$ cat config.mk
export PLATFORM = sky130hd
export DESIGN_NAME = time_of_day_rtc_top
export DESIGN_NICKNAME = d
export VERILOG_FILES = /design/src/hdl/rtc_pkg.sv /design/src/hdl/rtc_front.sv /design/src/hdl/rtc_fifo.sv /design/src/hdl/rtc_back.sv /design/src/hdl/time_of_day_rtc_top.sv
export SDC_FILE = /design/constraint.sdc
export NUM_CORES = 1
export LEC_CHECK = 0
export ABC_CLOCK_PERIOD_IN_PS = 6600
export BUFFER_PORTS_ARGS = -buffer_cell sky130_fd_sc_hd__buf_2
export CAP_MARGIN = 20
export CORE_MARGIN = 2
export CORE_UTILIZATION = 39
export CTS_BUF_LIST = sky130_fd_sc_hd__clkbuf_8
export DETAILED_ROUTE_END_ITERATION = 6
export PLACE_DENSITY_LB_ADDON = 0.3
export SKIP_CTS_REPAIR_TIMING = 1
export SYNTH_ARGS = -nofsm -noshare
export SYNTH_HDL_FRONTEND = slang
export SYNTH_SLANG_ARGS = --single-unit
$ cat constraint.sdc
create_clock -name clk_i -period 6.6 [get_ports clk_i]
set_input_delay 0.66 -clock clk_i [delete_from_list [all_inputs] [get_ports clk_i]]
set_output_delay 0.66 -clock clk_i [all_outputs]
set_load 0.01 [all_outputs]
$ cat src/hdl/rtc_pkg.sv
// ----------------------------------------------------------------------------
// rtc_pkg: shared types and constants of the time-of-day clock
// Operation codes, queue entry layout and the fixed arithmetic constants.
// ----------------------------------------------------------------------------
package rtc_pkg;

  // Seconds counter and prescaler widths
  localparam int CntW    = 32;
  localparam int ReloadW = 20;
  localparam int DayW    = 17;  // holds 0..86399

  localparam logic [ReloadW-1:0] ReloadReset = 20'd32767;

  // Clamp limits for set requests
  localparam logic [7:0] MaxHour   = 8'd23;
  localparam logic [7:0] MaxMinute = 8'd59;
  localparam logic [7:0] MaxSecond = 8'd59;

  // Stream action codes
  localparam logic [1:0] ActTick = 2'd0;
  localparam logic [1:0] ActSet  = 2'd1;
  localparam logic [1:0] ActGet  = 2'd2;

  // Constant-divisor reciprocals (floor/ceil chosen so one fix-up or none suffices)
  // 86400 = 675 << 7: (cnt >> 7) mod 675, floor(2^35/675)
  localparam logic [25:0] DayRecip  = 26'd50903316;
  localparam int          DayShift  = 35;
  // 3600 = 225 << 4: ceil(2^20/225), exact for dividend < 7037
  localparam logic [12:0] HourRecip = 13'd4661;
  // 60 = 15 << 2: ceil(2^14/15), exact for dividend < 1489
  localparam logic [10:0] MinRecip  = 11'd1093;

  // Classified operation carried through the queue
  typedef enum logic [1:0] {
    OpTick = 2'd0,
    OpSet  = 2'd1,
    OpGet  = 2'd2
  } rtc_op_e;

  typedef struct packed {
    rtc_op_e           op;
    logic [DayW-1:0]   set_secs;  // second of day for a set
  } rtc_entry_t;

  // Queue write side
  typedef struct packed {
    logic       valid;
    rtc_entry_t entry;
  } rtc_wr_t;

  // Queue read side
  typedef struct packed {
    logic       valid;
    rtc_entry_t entry;
  } rtc_rd_t;

  localparam int QueueDepth = 4;
  localparam int QueuePtrW  = $clog2(QueueDepth);

endpackage

$ cat src/hdl/rtc_front.sv
// ----------------------------------------------------------------------------
// rtc_front: request intake and classification
// Accepts stream requests, drops unused action codes, clamps set fields and
// forms the second of day for set requests.
// ----------------------------------------------------------------------------
module rtc_front
  import rtc_pkg::*;
(
  input  logic        s_axis_tvalid,
  output logic        s_axis_tready,
  input  logic [23:0] s_axis_tdata,   // hour_in[7:0], minute_in[15:8], second_in[23:16]
  input  logic [1:0]  s_axis_tuser,   // action[1:0]
  input  logic        full_i,
  output rtc_wr_t     wr_o
);

  logic [7:0]      hour_c, min_c, sec_c;
  logic [DayW-1:0] secs_of_day;
  rtc_op_e         op;
  logic            keep;

  assign s_axis_tready = ~full_i;

  // Saturate the set fields
  always_comb begin
    hour_c = (s_axis_tdata[7:0]   > MaxHour)   ? MaxHour   : s_axis_tdata[7:0];
    min_c  = (s_axis_tdata[15:8]  > MaxMinute) ? MaxMinute : s_axis_tdata[15:8];
    sec_c  = (s_axis_tdata[23:16] > MaxSecond) ? MaxSecond : s_axis_tdata[23:16];
    secs_of_day = DayW'(hour_c) * DayW'(3600)
                + DayW'(min_c) * DayW'(60)
                + DayW'(sec_c);
  end

  // Classify the action; the unused code is swallowed
  always_comb begin
    keep = 1'b1;
    op   = OpTick;
    case (s_axis_tuser)
      ActTick: op = OpTick;
      ActSet:  op = OpSet;
      ActGet:  op = OpGet;
      default: keep = 1'b0;
    endcase
  end

  assign wr_o.valid          = s_axis_tvalid & ~full_i & keep;
  assign wr_o.entry.op       = op;
  assign wr_o.entry.set_secs = secs_of_day;

endmodule

$ cat src/hdl/rtc_fifo.sv
// ----------------------------------------------------------------------------
// rtc_fifo: small request queue between front and back
// Register-based FIFO; the head entry is presented combinationally.
// ----------------------------------------------------------------------------
module rtc_fifo
  import rtc_pkg::*;
(
  input  logic    clk_i,
  input  logic    rst_ni,
  input  rtc_wr_t wr_i,
  output logic    full_o,
  output rtc_rd_t rd_o,
  input  logic    pop_i
);

  rtc_entry_t            mem_q [QueueDepth];
  logic [QueuePtrW-1:0]  wr_ptr_q, rd_ptr_q;
  logic [QueuePtrW:0]    count_q;
  logic                  push, pop;

  assign full_o       = (count_q == (QueuePtrW+1)'(QueueDepth));
  assign rd_o.valid   = (count_q != '0);
  assign rd_o.entry   = mem_q[rd_ptr_q];
  assign push         = wr_i.valid & ~full_o;
  assign pop          = pop_i & rd_o.valid;

  // Storage
  always_ff @(posedge clk_i) begin
    if (push) begin
      mem_q[wr_ptr_q] <= wr_i.entry;
    end
  end

  // Pointers and fill count
  always_ff @(posedge clk_i or negedge rst_ni) begin
    if (!rst_ni) begin
      wr_ptr_q <= '0;
      rd_ptr_q <= '0;
      count_q  <= '0;
    end else begin
      if (push) wr_ptr_q <= wr_ptr_q + 1'b1;
      if (pop)  rd_ptr_q <= rd_ptr_q + 1'b1;
      case ({push, pop})
        2'b10:   count_q <= count_q + 1'b1;
        2'b01:   count_q <= count_q - 1'b1;
        default: count_q <= count_q;
      endcase
    end
  end

endmodule

$ cat src/hdl/rtc_back.sv
// ----------------------------------------------------------------------------
// rtc_back: clock state and time-of-day read pipeline
// Executes queued requests in order on the prescaler and seconds counter;
// reads are snapshotted and split into h:m:s over a pipelined datapath.
// ----------------------------------------------------------------------------
module rtc_back
  import rtc_pkg::*;
(
  input  logic               clk_i,
  input  logic               rst_ni,
  input  logic               cfg_we_i,
  input  logic [ReloadW-1:0] cfg_wdata_i,
  input  rtc_rd_t            rd_i,
  output logic               pop_o,
  output logic               m_axis_tvalid,
  input  logic               m_axis_tready,
  output logic [23:0]        m_axis_tdata
);

  localparam int XW = CntW - 7;

  logic               en;
  logic [ReloadW-1:0] reload_q, div_q;
  logic [CntW-1:0]    cnt_q;

  // Read pipeline registers
  logic                 v1_q, v2_q, v3_q, v4_q, v5_q, v6_q, v7_q, out_v_q;
  logic [CntW-1:0]      snap_q;
  logic [XW+25:0]       prod2_q;
  logic [XW-1:0]        x2_q;
  logic [6:0]           lo2_q, lo3_q;
  logic [10:0]          rem3_q;
  logic [DayW-1:0]      day4_q, day5_q;
  logic [4:0]           hour5_q, hour6_q, hour7_q, hour_o_q;
  logic [11:0]          remh6_q, remh7_q;
  logic [5:0]           min7_q, min_o_q, sec_o_q;

  // Combinational stage results
  logic [15:0]          quo3;
  logic [25:0]          qm3;
  logic [XW-1:0]        rem3_full;
  logic [10:0]          rem4;
  logic [25:0]          hprod5;
  logic [DayW-1:0]      remh6_full;
  logic [20:0]          mprod7;
  logic [11:0]          sec8_full;

  // Whole back end advances unless the output holds an untaken result
  assign en    = ~out_v_q | m_axis_tready;
  assign pop_o = en & rd_i.valid;

  // Prescaler reload register
  always_ff @(posedge clk_i or negedge rst_ni) begin
    if (!rst_ni) begin
      reload_q <= ReloadReset;
    end else if (cfg_we_i) begin
      reload_q <= cfg_wdata_i;
    end
  end

  // Execute tick and set on the clock state
  always_ff @(posedge clk_i or negedge rst_ni) begin
    if (!rst_ni) begin
      div_q <= '0;
      cnt_q <= '0;
    end else if (pop_o) begin
      case (rd_i.entry.op)
        OpTick: begin
          if (div_q >= reload_q) begin
            div_q <= '0;
            cnt_q <= cnt_q + 1'b1;
          end else begin
            div_q <= div_q + 1'b1;
          end
        end
        OpSet:   cnt_q <= CntW'(rd_i.entry.set_secs);
        default: cnt_q <= cnt_q;
      endcase
    end
  end

  // Stage combinational math
  always_comb begin
    quo3       = prod2_q[DayShift +: 16];
    qm3        = quo3 * 26'd675;
    rem3_full  = x2_q - qm3[XW-1:0];
    rem4       = (rem3_q >= 11'd675) ? (rem3_q - 11'd675) : rem3_q;
    hprod5     = day4_q[DayW-1:4] * HourRecip;
    remh6_full = day5_q - DayW'(hour5_q) * DayW'(3600);
    mprod7     = remh6_q[11:2] * MinRecip;
    sec8_full  = remh7_q - 12'(min7_q) * 12'd60;
  end

  // Valid chain
  always_ff @(posedge clk_i or negedge rst_ni) begin
    if (!rst_ni) begin
      v1_q <= 1'b0; v2_q <= 1'b0; v3_q <= 1'b0; v4_q <= 1'b0;
      v5_q <= 1'b0; v6_q <= 1'b0; v7_q <= 1'b0; out_v_q <= 1'b0;
    end else if (en) begin
      v1_q    <= pop_o & (rd_i.entry.op == OpGet);
      v2_q    <= v1_q;
      v3_q    <= v2_q;
      v4_q    <= v3_q;
      v5_q    <= v4_q;
      v6_q    <= v5_q;
      v7_q    <= v6_q;
      out_v_q <= v7_q;
    end
  end

  // Datapath: mod 86400, then hour, minute and second
  always_ff @(posedge clk_i) begin
    if (en) begin
      snap_q   <= cnt_q;
      prod2_q  <= snap_q[CntW-1:7] * DayRecip;
      x2_q     <= snap_q[CntW-1:7];
      lo2_q    <= snap_q[6:0];
      rem3_q   <= rem3_full[10:0];
      lo3_q    <= lo2_q;
      day4_q   <= {rem4[9:0], lo3_q};
      day5_q   <= day4_q;
      hour5_q  <= hprod5[24:20];
      remh6_q  <= remh6_full[11:0];
      hour6_q  <= hour5_q;
      min7_q   <= mprod7[19:14];
      remh7_q  <= remh6_q;
      hour7_q  <= hour6_q;
      if (v7_q) begin
        hour_o_q <= hour7_q;
        min_o_q  <= min7_q;
        sec_o_q  <= sec8_full[5:0];
      end
    end
  end

  assign m_axis_tvalid = out_v_q;
  assign m_axis_tdata  = {7'b0, sec_o_q, min_o_q, hour_o_q};

endmodule

$ cat src/hdl/time_of_day_rtc_top.sv
// ----------------------------------------------------------------------------
// time_of_day_rtc_top: time-of-day clock with prescaler and seconds counter
// Front classifies requests, a four-entry queue decouples it from the back,
// which updates the counter and converts reads to hours, minutes, seconds.
// ----------------------------------------------------------------------------
// Throughput: one request of any kind, ticks included, per cycle while the queue is not full.
// Read path: a request passes through the queue, then through an eight-stage
//   divide-by-constant pipeline, before its result appears.
// A stalled output freezes the back end; the queue keeps intake going for up to 4 more requests.
// Reset (async, active low): counter and divider zero, reload 32767, queue empty.
// ----------------------------------------------------------------------------
module time_of_day_rtc_top
  import rtc_pkg::*;
(
  input  logic               clk_i,
  input  logic               rst_ni,
  input  logic               cfg_we_i,
  input  logic [ReloadW-1:0] cfg_wdata_i,     // prescaler_reload[19:0]
  input  logic               s_axis_tvalid,
  output logic               s_axis_tready,
  input  logic [23:0]        s_axis_tdata,    // hour_in[7:0], minute_in[15:8], second_in[23:16]
  input  logic [1:0]         s_axis_tuser,    // action[1:0]
  output logic               m_axis_tvalid,
  input  logic               m_axis_tready,
  output logic [23:0]        m_axis_tdata     // hour_out[4:0], minute_out[10:5],
                                              // second_out[16:11], zero[23:17]
);

  rtc_wr_t wr;
  rtc_rd_t rd;
  logic    full, pop;

  // Request intake
  rtc_front u_front (
    .s_axis_tvalid (s_axis_tvalid),
    .s_axis_tready (s_axis_tready),
    .s_axis_tdata  (s_axis_tdata),
    .s_axis_tuser  (s_axis_tuser),
    .full_i        (full),
    .wr_o          (wr)
  );

  // Decoupling queue
  rtc_fifo u_fifo (
    .clk_i  (clk_i),
    .rst_ni (rst_ni),
    .wr_i   (wr),
    .full_o (full),
    .rd_o   (rd),
    .pop_i  (pop)
  );

  // Clock state and read conversion
  rtc_back u_back (
    .clk_i         (clk_i),
    .rst_ni        (rst_ni),
    .cfg_we_i      (cfg_we_i),
    .cfg_wdata_i   (cfg_wdata_i),
    .rd_i          (rd),
    .pop_o         (pop),
    .m_axis_tvalid (m_axis_tvalid),
    .m_axis_tready (m_axis_tready),
    .m_axis_tdata  (m_axis_tdata)
  );

endmodule
# Word level (Yosys, flattened, before mapping)
# Memory sizes are Yosys's and may differ from the RTL's.
# Cells that the tools add are included.
word_totals:
  ff_bits: 289
  memories: 1
  ram_bits: 76
classes:
  reduce_logical: 9
  mux: 12
  n_mul: 8
  addsub: 12
  eq_ne: 8
  bitwise: 9
  magnitude_cmp: 5
memory_table:
  columns: ["name", "depth", "width", "read_ports", "rd_clocked_by_memory_dff", "write_ports", "line", "rtl"]
  rows:
  - ["u_fifo.mem_q", 4, 19, 1, 0, 1, "rtc_fifo.sv:16", "rtc_entry_t mem_q [QueueDepth];"]
op_table:
  columns: ["op", "n"]
  rows:
  - ["$pmux W32 S2", 1]
  - ["$mul A25 B24 Y49 const B", 1]
  - ["$add A32 B1 Y32 const B", 1]
  - ["$mux W32", 1]
  - ["$mul A13 B13 Y25 const B", 1]
  - ["$mux W8", 3]
  - ["$add A20 B1 Y20 const B", 1]
  - ["$ge A20 B20 Y1", 1]
  - ["$mul A10 B11 Y20 const B", 1]
  - ["$mux W20", 1]
  - ["$add A17 B14 Y17", 1]
  - ["$add A17 B8 Y17", 1]
  - ["$gt A8 B6 Y1 const B", 2]
  - ["$mul A16 B10 Y11 const B", 1]
  - ["$mul A8 B8 Y13 const B", 1]
  - ["$mul A8 B4 Y12 const B", 1]
  - ["$sub A12 B12 Y12", 1]
  - ["$ge A11 B10 Y1 const B", 1]
  - ["$sub A11 B11 Y11", 1]
  - ["$mux W10", 1]
  - ["$sub A10 B10 Y10 const B", 1]
  - ["$gt A8 B5 Y1 const B", 1]
  - ["$mul A5 B8 Y8 const B", 1]
  - ["$and A1 B1 Y1", 6]
  - ["other kinds (20)", 31]

# Logic depth before layout (Yosys ltp)
# Gate-level depths: netlist (run 1).
logic_depth:
  depth_word: 7
  depth_mapped: 24

# By module
# A second synthesis (run 1) with hierarchy kept.
hier_totals:
  hier_cells: 2410
  area_unflattened_um2: 27990.6
modules_own_cells:
  columns: ["module", "area_per_inst_um2", "cells_per_inst", "instances", "seq_area_each_um2"]
  rows:
  - ["rtc_back", 22551.6, 2007, 1, 6945.4]
  - ["rtc_fifo", 3188.1, 136, 1, 2457.4]
  - ["rtc_front", 2250.9, 267, 1, 0.0]

# Worst setup path after synthesis (run 1)
# Ideal clock, no wire load.
synth_path:
  kind: "reg2reg"
  start: "register u_back.snap_q[19]"
  end: "register u_back.prod2_q[42], data pin"
  setup_ps: 195
  period_less_slack_ps: 5903
  path_slack_ps: 697
  t_arrival_ps: 5708
  stages_incl_launch_ff: 21
  path_cell_list: "edfxtp_1 fa_1 ha_1 inv_1 fa_1 inv_1 fa_1 fa_1 fa_1 inv_1 fa_1 inv_1 ha_1 a21oi_1 o22ai_1 o31ai_1 nand4_1 o21ai_0 a21oi_1 or4_1 o311ai_0"
synth_between:
  elab_chain_len: 1
synth_lines:
  columns: ["item", "line", "rtl"]
  rows:
  - ["from (decl)", "rtc_back.sv:28", "logic [CntW-1:0] snap_q;"]
  - ["from (signal assigned)", "rtc_back.sv:114", "snap_q <= cnt_q;"]
  - ["$mul A25 B24 Y49", "rtc_back.sv:115", "prod2_q <= snap_q[CntW-1:7] * DayRecip;"]
  - ["to (signal assigned)", "rtc_back.sv:115", null]
  - ["to (decl)", "rtc_back.sv:29", "logic [XW+25:0] prod2_q;"]
# No other way between the ends.
# A chain may end at the register's enable or synchronous reset.

# Worst setup path after layout (run 1)
layout_path:
  start: "register u_back.snap_q[11]"
  end: "register u_back.prod2_q[42], data pin"
# Same word-level chain as after synthesis.

==> impl_metrics.ini, run 1 <==
[critical_path]
cpMostUsedCell = fa_1
cp_top_family = adder cells
r2r_slack_ns = 0.24
start_kind = flop
timing.rr.end = u_back.prod2_q[42]
r2r-start = u_back.snap_q[11]
path_cells = buf_4 > fa_1 > ha_1 > inv_1 > fa_1 > inv_1 > fa_1 > ha_1 > fa_1 > inv_1 > fa_1 > inv_1 > ha_1 > a211oi_1 > nor2_1 > a2111oi_4 > a21oi_2 > o21ai_1 > buf_4 > a21oi_2 > or4_1 > o311ai_0
worst_path_largest_cell_delay_ns = 0.53
cp_num_buf_inv = 6
arrival_ns = 6.76
cpMaxStageDelayCell = fa_1
cp_max_fo = 5
r2r_cells = 22
cp.required_ns = 7.00
worstSetupEndpointType = flop
crit_type = flop to flop

[drt]
first_pass_iters = 5
final_antenna_net_count = 0
vias = 17621
drc = 0
drt_iter0_markers = 709
wl_um = 55300
avgRoutedWirePerCell_um = 15.3
routed_via_density = 4.87

[synthesis]
syn_inst = 2461
synth_area_leader_cell = edfxtp_1
avgSynthCellArea_sq_um = 11.4
syn_area_sq_um = 28200
synth_async_sr_flop_share = 0.266
synth-edff-count = 240
ys.flop_type = edfxtp_1
ys_warn_count = 0
ys_seq_elements = 327
netlist.area_leader.share = 0.256
ys_seq_area_frac = 0.334
synth_most_common_cell = ha_1
yosys-top-cells-area = edfxtp_1 (26%), ha_1 (24%), fa_1 (17%)
synth.distinct_cells = 76
synthTopCellsByCount = ha_1 (533), inv_1 (512), edfxtp_1 (240), fa_1 (235), nand2_1 (117)

[clock_network]
cts_buffers = 54
cts_tree = yes
cts.sinks = 327
clk_latency_ns = 0.66
clk_pin_slew_ns = 0.08
htree_levels = 2
clock-root-buffer = clkbuf_8
clockBufferDepth = 3

[place]
place.gp.congestion = 0.837
io_buffers = 69
dp_hpwl_um = 43600

[global_routing]
grt_first_pass_wirelength_um = 92900
overflow = 0
gr-usage-all-layers = 0.153
grt_pass1_vias = 18724
grt_max_degree = 97
antenna_found_initial = 1

[sta]
post-route-min-period_ns = 6.36
final.setup.tns_ns = 0
holdWs_ns = 0.216
clock.fmax_mhz = 157
finalSetupViolCount = 0
relSlewSlack = 0.323
tightest_slew_ns = 1.02
maxSlewViolCount = 0
hold_violations = 0
finClkSkew_ns = 0.0466
period_share = 0.963

[floorplanning]
die_w_um = 273
dieArea_sq_um = 74400
io_pins = 77
rows = 98
core_sq_um = 71500
die_h_um = 273
start_util = 0.394

[outcome]
status = finished clean

[finish]
nNetsFinal = 3443
layout-drive-gt1-share = 0.0940
synthToLayoutAreaGrowth_pct = 10.6
insertedDiodeCount = 0

[worst_hold_path]
hold_depth = 3
hold_path_class = input pin to flop
holdCritStartpoint = cfg_wdata_i[13]
whs_endpoint = u_back.reload_q[13]

[run]
drv_cap = 0
==> cell usage in the layout (no fill, tap or decap), types with 12 or more instances in the layout <==
cell type | Yosys | routed
a21o_1 | 25 | 25
a21oi_1 | 75 | 73
and2_1 | 12 | 12
and3_1 | 14 | 14
buf_2 | 4 | 68
buf_4 | 7 | 48
clkbuf_8 | 0 | 58
conb_1 | 2 | 26
dfrtp_1 | 72 | 72
dfstp_2 | 15 | 15
edfxtp_1 | 240 | 240
fa_1 | 235 | 235
ha_1 | 533 | 533
inv_1 | 512 | 525
mux2i_1 | 12 | 12
mux4_2 | 18 | 18
nand2_1 | 117 | 117
nand2b_1 | 18 | 18
nand3_1 | 37 | 37
nand4_1 | 15 | 15
nor2_1 | 77 | 77
nor2b_1 | 17 | 17
nor3_1 | 28 | 27
o21ai_0 | 86 | 85
o21bai_1 | 12 | 12
xnor2_1 | 74 | 74
xor2_1 | 38 | 38
==> worst max path at each step <==
stage | startpoint | end | slack [ns] | cells after the start
floorplan | u_back.snap_q[19] | u_back.prod2_q[42] | 0.70 | 20
global placement | u_back.snap_q[10] | u_back.prod2_q[42] | -0.14 | 22
detailed placement | u_back.snap_q[10] | u_back.prod2_q[42] | -0.26 | 22
CTS | u_back.snap_q[10] | u_back.prod2_q[42] | -0.33 | 22
global route | u_back.snap_q[11] | u_back.prod2_q[42] | -0.02 | 22
finish | u_back.snap_q[11] | u_back.prod2_q[42] | 0.24 | 22
==> worst register-to-register path: stages, from the launching register on <==
cell	delay (ns)
edfxtp_1	0.52
buf_4	0.23
fa_1	0.40
ha_1	0.28
inv_1	0.05
fa_1	0.52
inv_1	0.05
fa_1	0.45
ha_1	0.33
fa_1	0.53
inv_1	0.05
fa_1	0.52
inv_1	0.04
ha_1	0.23
a211oi_1	0.21
nor2_1	0.12
a2111oi_4	0.39
a21oi_2	0.14
o21ai_1	0.21
buf_4	0.17
a21oi_2	0.07
or4_1	0.42
o311ai_0	0.14
==> registers in the layout, summed over array words and instances, names as in the netlist, 6 cells and up <==
register and count:
u_back.cnt_q 32, u_back.day4_q 17, u_back.day5_q 12, u_back.div_q 20, u_back.lo2_q 7, u_back.lo3_q 7
u_back.min7_q 6, u_back.min_o_q 6, u_back.prod2_q 11, u_back.reload_q 20, u_back.rem3_q 11, u_back.remh6_q 12
u_back.remh7_q 6, u_back.sec_o_q 6, u_back.snap_q 32, u_back.x2_q 11, u_fifo.mem_q 76
==> per-layer routing <==
| metal | routed length, um | GRT usage |
|---|---|---|
| met1 | 25300 | 0.199 |
| met2 | 27400 | 0.272 |
| met3 | 1530 | 0.0182 |
| met4 | 1020 | 0.0360 |
| met5 | 12 | 0 |
==> kinds of logic (layout without fill, tap and decap cells) <==
| logic type | Yosys count | after routing | synth area share |
|---|---|---|---|
| fa+ha+maj | 768 | 768 | 0.404 |
| buf+inv | 548 | 732 | 0.0747 |
| simple gates | 370 | 370 | 0.0641 |
| flops | 327 | 327 | 0.334 |
| compound gates | 300 | 300 | 0.0682 |
| xor+xnor | 112 | 112 | 0.0348 |
| mux | 34 | 34 | 0.0203 |
| other cells | 2 | 26 | 0.000267 |
==> layout make-up <==
cell class,instances,area [sq um]
Clock buffer,58,798
Clock inverter,43,317
Timing Repair Buffer,118,731
Sequential cell,327,9400
Fill cell,6690,40300
Multi-Input combinational cell,1610,16800
Tap cell,950,1190
Inverter,513,1930
==> per-stage QoR <==
step / area (sq um) / util / instances / setup WS [ns]
2_1_floorplan: 28300 / - / 2485 / 0.697
3_3_place_gp: 29900 / 0.418 / 3504 / -0.141
3_5_place_dp: 29900 / 0.418 / 3504 / -0.264
4_1_cts: 31000 / 0.434 / 3605 / -0.334
5_1_grt: 31100 / 0.436 / 3619 / -0.0191
6_report: 31100 / 0.436 / 3619 / 0.244
Power of run 1 is not shown: default switching activity piles up to over one toggle a cycle in this logic, so the estimate is an artifact.
==> run 2, diff against run 1 <==
ABC_CLOCK_PERIOD_IN_PS = 7700   (was 6600)
clock period = 7.7 ns   (was 6.6 ns; I/O delays follow)
==> run 2 against run 1 <==
Flip-flop and latch count is the same; cell area shrank 1.2%; via count shrank 2.0%; clock-buffer cell count grew 7; wire length shrank 3.6%; sequential share of layout area grew 0.38 points; register-to-register slack gained 0.60 ns; clock skew shrank 0.023 ns.
==> impl_metrics.ini, run 2 (synthesis results as in run 1) <==
[place]
dp_hpwl_um = 41600
pre_cts_ws_ns = 0.834
io_buffers = 69
place.gp.congestion = 0.838

[floorplanning]
io_pins = 77
start_util = 0.394
rows = 98
core_sq_um = 71500
die_h_um = 273
die_w_um = 273
dieArea_sq_um = 74400

[drt]
vias = 17264
drt_iter0_markers = 700
avgRoutedWirePerCell_um = 14.9
routed_via_density = 4.83
drc = 0
final_antenna_net_count = 0
first_pass_iters = 5
wl_um = 53300

[clock_network]
cts_buffers = 52
cts.sinks = 327
clock-root-buffer = clkbuf_8
clockBufferDepth = 3
cts_tree = yes
htree_levels = 2
clk_pin_slew_ns = 0.07
clk_latency_ns = 0.63

[sta]
final.setup.tns_ns = 0
setup_ws_ns = 0.841
rsz0062_at_grt = false
relSlewSlack = 0.292
hold_violations = 0
tightest_slew_ns = 1.03
post-route-min-period_ns = 6.86
maxSlewViolCount = 0
period_share = 0.891
finClkSkew_ns = 0.0235
finalSetupViolCount = 0
clock.fmax_mhz = 146

[finish]
mostFrequentLayoutCells = ha_1 (533), inv_1 (530), edfxtp_1 (240)
fill_cells = 6718
nNetsFinal = 3400
largestRegisters = u_fifo.mem_q (76), u_back.cnt_q (32), u_back.snap_q (32)
largest_reg_flops = 76
final_common_cell = ha_1
largest_register = u_fifo.mem_q
synthToLayoutAreaGrowth_pct = 9.24
layout-drive-gt1-share = 0.0774

[critical_path]
cp-startpoint = u_back.snap_q[10]
endpoint = u_back.prod2_q[42]
cpMostUsedCell = fa_1
path_cells = ha_1 > ha_1 > inv_1 > fa_1 > fa_1 > inv_1 > fa_1 > fa_1 > inv_1 > fa_1 > inv_1 > ha_1 > nand3_1 > nor3_1 > o2111ai_1 > a21oi_1 > o21ai_0 > a21oi_1 > nor2_1 > o311ai_0
cp_top_family = adder cells
r2r_cells = 20
cp_num_cells = 20
worst_path_largest_cell_delay_ns = 0.76
crit_type = flop to flop
r2r-start = u_back.snap_q[10]
arrival_ns = 7.28
r2r_slack_ns = 0.84
worstSetupEndpointType = flop
cp_num_buf_inv = 4
cp_max_fo = 11
cpMaxStageDelayCell = edfxtp_1
cp.required_ns = 8.12
start_kind = flop
timing.rr.end = u_back.prod2_q[42]

[run]
drv_cap = 0

[global_routing]
antenna_found_initial = 1
grt_first_pass_wirelength_um = 89900
gr-usage-all-layers = 0.148
grt_max_degree = 102
grt_pass1_vias = 18366
overflow = 0

[worst_hold_path]
hold_path_class = input pin to async pin

[outcome]
status = finished clean
run 2: cell types whose count changed in the layout (fill, tap and decap cells not counted), moves of 2 or more:
cell | previous run | this run
bufinv_16 | 4 | 2
a21oi_1 | 73 | 75
clkinv_2 | 11 | 5
clkbuf_8 | 58 | 65
buf_4 | 48 | 9
clkinv_1 | 11 | 5
inv_1 | 525 | 530
a21oi_2 | 4 | 2
run 2: area by class of cell:
cell class | instances | area [sq um] | area share
Clock buffer | 65 | 895 | 0.0291
Clock inverter | 32 | 190 | 0.00618
Antenna cell | 1 | 2.50 | 0.0000813
Inverter | 513 | 1930 | 0.0628
Timing Repair Buffer | 77 | 408 | 0.0133
Sequential cell | 327 | 9400 | 0.306
Multi-Input combinational cell | 1610 | 16700 | 0.544
Tap cell | 950 | 1190 | 0.0386
run 2: metrics by stage:
step	util	cells	instance area, sq um	hold slack, ns
after floorplan	-	2485	28300	0.400
after global placement	0.415	3477	29700	0.403
after global routing	0.430	3575	30800	0.137
after detailed placement	0.415	3477	29700	0.405
final	0.430	3575	30800	0.147
after CTS	0.430	3574	30800	0.106
run 2: layer usage:
layer,wire (um),part of all wire,GRT usage
met1,23900,0.45,0.190
met2,26600,0.50,0.262
met3,1820,0.034,0.0217
met4,920,0.017,0.0334
met5,0,0,0
run 2: worst register-to-register path: cells and delay by family (launching register included):
family                     cells  cell delay (ns)
and+or+nand+nor                3             0.55
DFF                            1             0.76
AOI/OAI and AO/OA              5             1.54
buffers and inverters          4             0.23
adders and majority gates      8             3.60
run 2: worst min-delay path by stage:
stage / from / end / slack, ns / cells after the start
final: rst_ni / u_back.div_q[7] / 0.15 / 1
after global routing: rst_ni / u_back.cnt_q[7] / 0.14 / 1
after CTS: rst_ni / u_fifo.wr_ptr_q[0] / 0.11 / 1
after detailed placement: u_back.lo3_q[1] / u_back.day4_q[1] / 0.40 / 0
after global placement: u_back.hour6_q[3] / u_back.hour7_q[3] / 0.40 / 0
after floorplan: u_back.lo3_q[0] / u_back.day4_q[0] / 0.40 / 0
Power of run 2 is left out for the same reason.
==> run 3, diff against run 2 <==
ABC_CLOCK_PERIOD_IN_PS = 5700   (was 7700)
clock period = 5.7 ns   (was 7.7 ns; I/O delays follow)
==> run 3 against run 2 <==
The run now ends with setup timing left; cell area is 4.2% higher; fmax is 16% higher; clock skew is 0.0017 ns higher; non-clock buffer count rose by 100; register-to-register slack worse by 1.1 ns.
==> impl_metrics.ini, run 3 (synthesis results as in run 1) <==
[floorplanning]
core_sq_um = 71500
rows = 98
dieArea_sq_um = 74400
io_pins = 77
start_util = 0.394
die_w_um = 273
die_h_um = 273

[run]
drv_cap = 0

[sta]
maxSlewViolCount = 0
rsz0062_at_grt = true
finalSetupViolCount = 8
clock.fmax_mhz = 169
post-route-min-period_ns = 5.91
finClkSkew_ns = 0.0252
setup_ws_ns = -0.215
tightest_slew_ns = 1.06
hold_violations = 0
relSlewSlack = 0.296
period_share = 1.04
holdWs_ns = 0.150

[place]
place_inst = 3563
placed_area_sq_um = 30500
place.gp.congestion = 0.842
io_buffers = 69
dp_hpwl_um = 44500

[critical_path]
cp.required_ns = 6.17
worstSetupEndpointType = flop
cpMostUsedCell = fa_1
cp_num_buf_inv = 4
cpMaxStageDelayCell = fa_1
crit_type = flop to flop
path_cells = fa_2 > ha_4 > inv_2 > fa_1 > inv_2 > fa_1 > fa_2 > fa_1 > inv_1 > fa_1 > inv_2 > ha_4 > a21oi_2 > o22ai_2 > o31ai_4 > nand4_1 > o21ai_4 > a21oi_4 > or4_4 > o311ai_4
start_kind = flop
cp_max_fo = 5
cp_top_family = adder cells
worst_path_largest_cell_delay_ns = 0.53
arrival_ns = 6.39

[worst_hold_path]
hold_path_class = input pin to flop

[global_routing]
gr-usage-all-layers = 0.155
grt_first_pass_wirelength_um = 93800
grt_pass1_vias = 18959
antenna_found_initial = 1
grt_max_degree = 91
overflow = 0

[drt]
routed_via_density = 4.84
vias = 17798
wl_um = 56400
final_antenna_net_count = 0
drc = 0
avgRoutedWirePerCell_um = 15.3
first_pass_iters = 7
drt_iter0_markers = 601

[finish]
largest_register = u_fifo.mem_q
final_cell_area_sq_um = 32100
largest_reg_flops = 76
final_common_cell = inv_1
mostFrequentLayoutCells = inv_1 (532), ha_1 (516), edfxtp_1 (240)
synthToLayoutAreaGrowth_pct = 13.9
nNetsFinal = 3500
instances_no_fill = 3676
largestRegisters = u_fifo.mem_q (76), u_back.cnt_q (32), u_back.snap_q (32)
final_util = 0.449
layout-drive-gt1-share = 0.133

[clock_network]
clk_latency_ns = 0.64
cts.sinks = 327
clockBufferDepth = 3
clk_pin_slew_ns = 0.06
cts_tree = yes
clock-root-buffer = clkbuf_8
htree_levels = 2
cts_buffers = 52

[outcome]
status = finished, violations left
violations = setup timing
-- run 3: per-stage QoR --
stage	setup TNS [ns]	worst slack, ns
CTS	-3.71	-0.524
detailed placement	-5.48	-0.539
finish	-0.974	-0.215
global route	-3.43	-0.463
floorplan	0	0.000851
global placement	-2.81	-0.385
-- run 3: layer usage --
metal | track usage | vias to the layer above | part of all wire
met3 | 0.0208 | 82 | 0.027
met1 | 0.199 | 8754 | 0.45
met5 | 0 | - | 0
li1 | - | 8748 | -
met2 | 0.274 | 214 | 0.51
met4 | 0.0408 | 0 | 0.021
-- run 3: cell type report --
cell class                      count  area, sq um
Antenna cell                        2         5.00
Clock buffer                       59          812
Clock inverter                     38          244
Fill cell                        6540        39400
Inverter                          513         1930
Multi-Input combinational cell   1610        17200
Sequential cell                   327         9400
Tap cell                          950         1190
Timing Repair Buffer              177         1260
-- run 3: worst register-to-register path: cells and delay by family, from the launching register on --
| family | cells | cell delay, ns |
|---|---|---|
| fa+ha+maj | 8 | 3.46 |
| compound gates | 6 | 0.94 |
| simple gates | 2 | 0.69 |
| flops | 1 | 0.51 |
| buf+inv | 4 | 0.17 |
-- run 3: worst paths after layout --
path / slack [ns] / cells after the start / startpoint / endpoint
min in group asynchronous: 0.42 / 2 / rst_ni / u_back.div_q[6]
max: -0.21 / 20 / u_back.snap_q[19] / u_back.prod2_q[42]
max reg2reg: -0.21 / 20 / u_back.snap_q[19] / u_back.prod2_q[42]
min reg2reg: 0.41 / 0 / u_back.lo3_q[5] / u_back.day4_q[5]
min: 0.15 / 3 / cfg_wdata_i[12] / u_back.reload_q[12]
max in group asynchronous: 4.15 / 3 / rst_ni / u_back.cnt_q[20]
Power of run 3 is left out for the same reason.
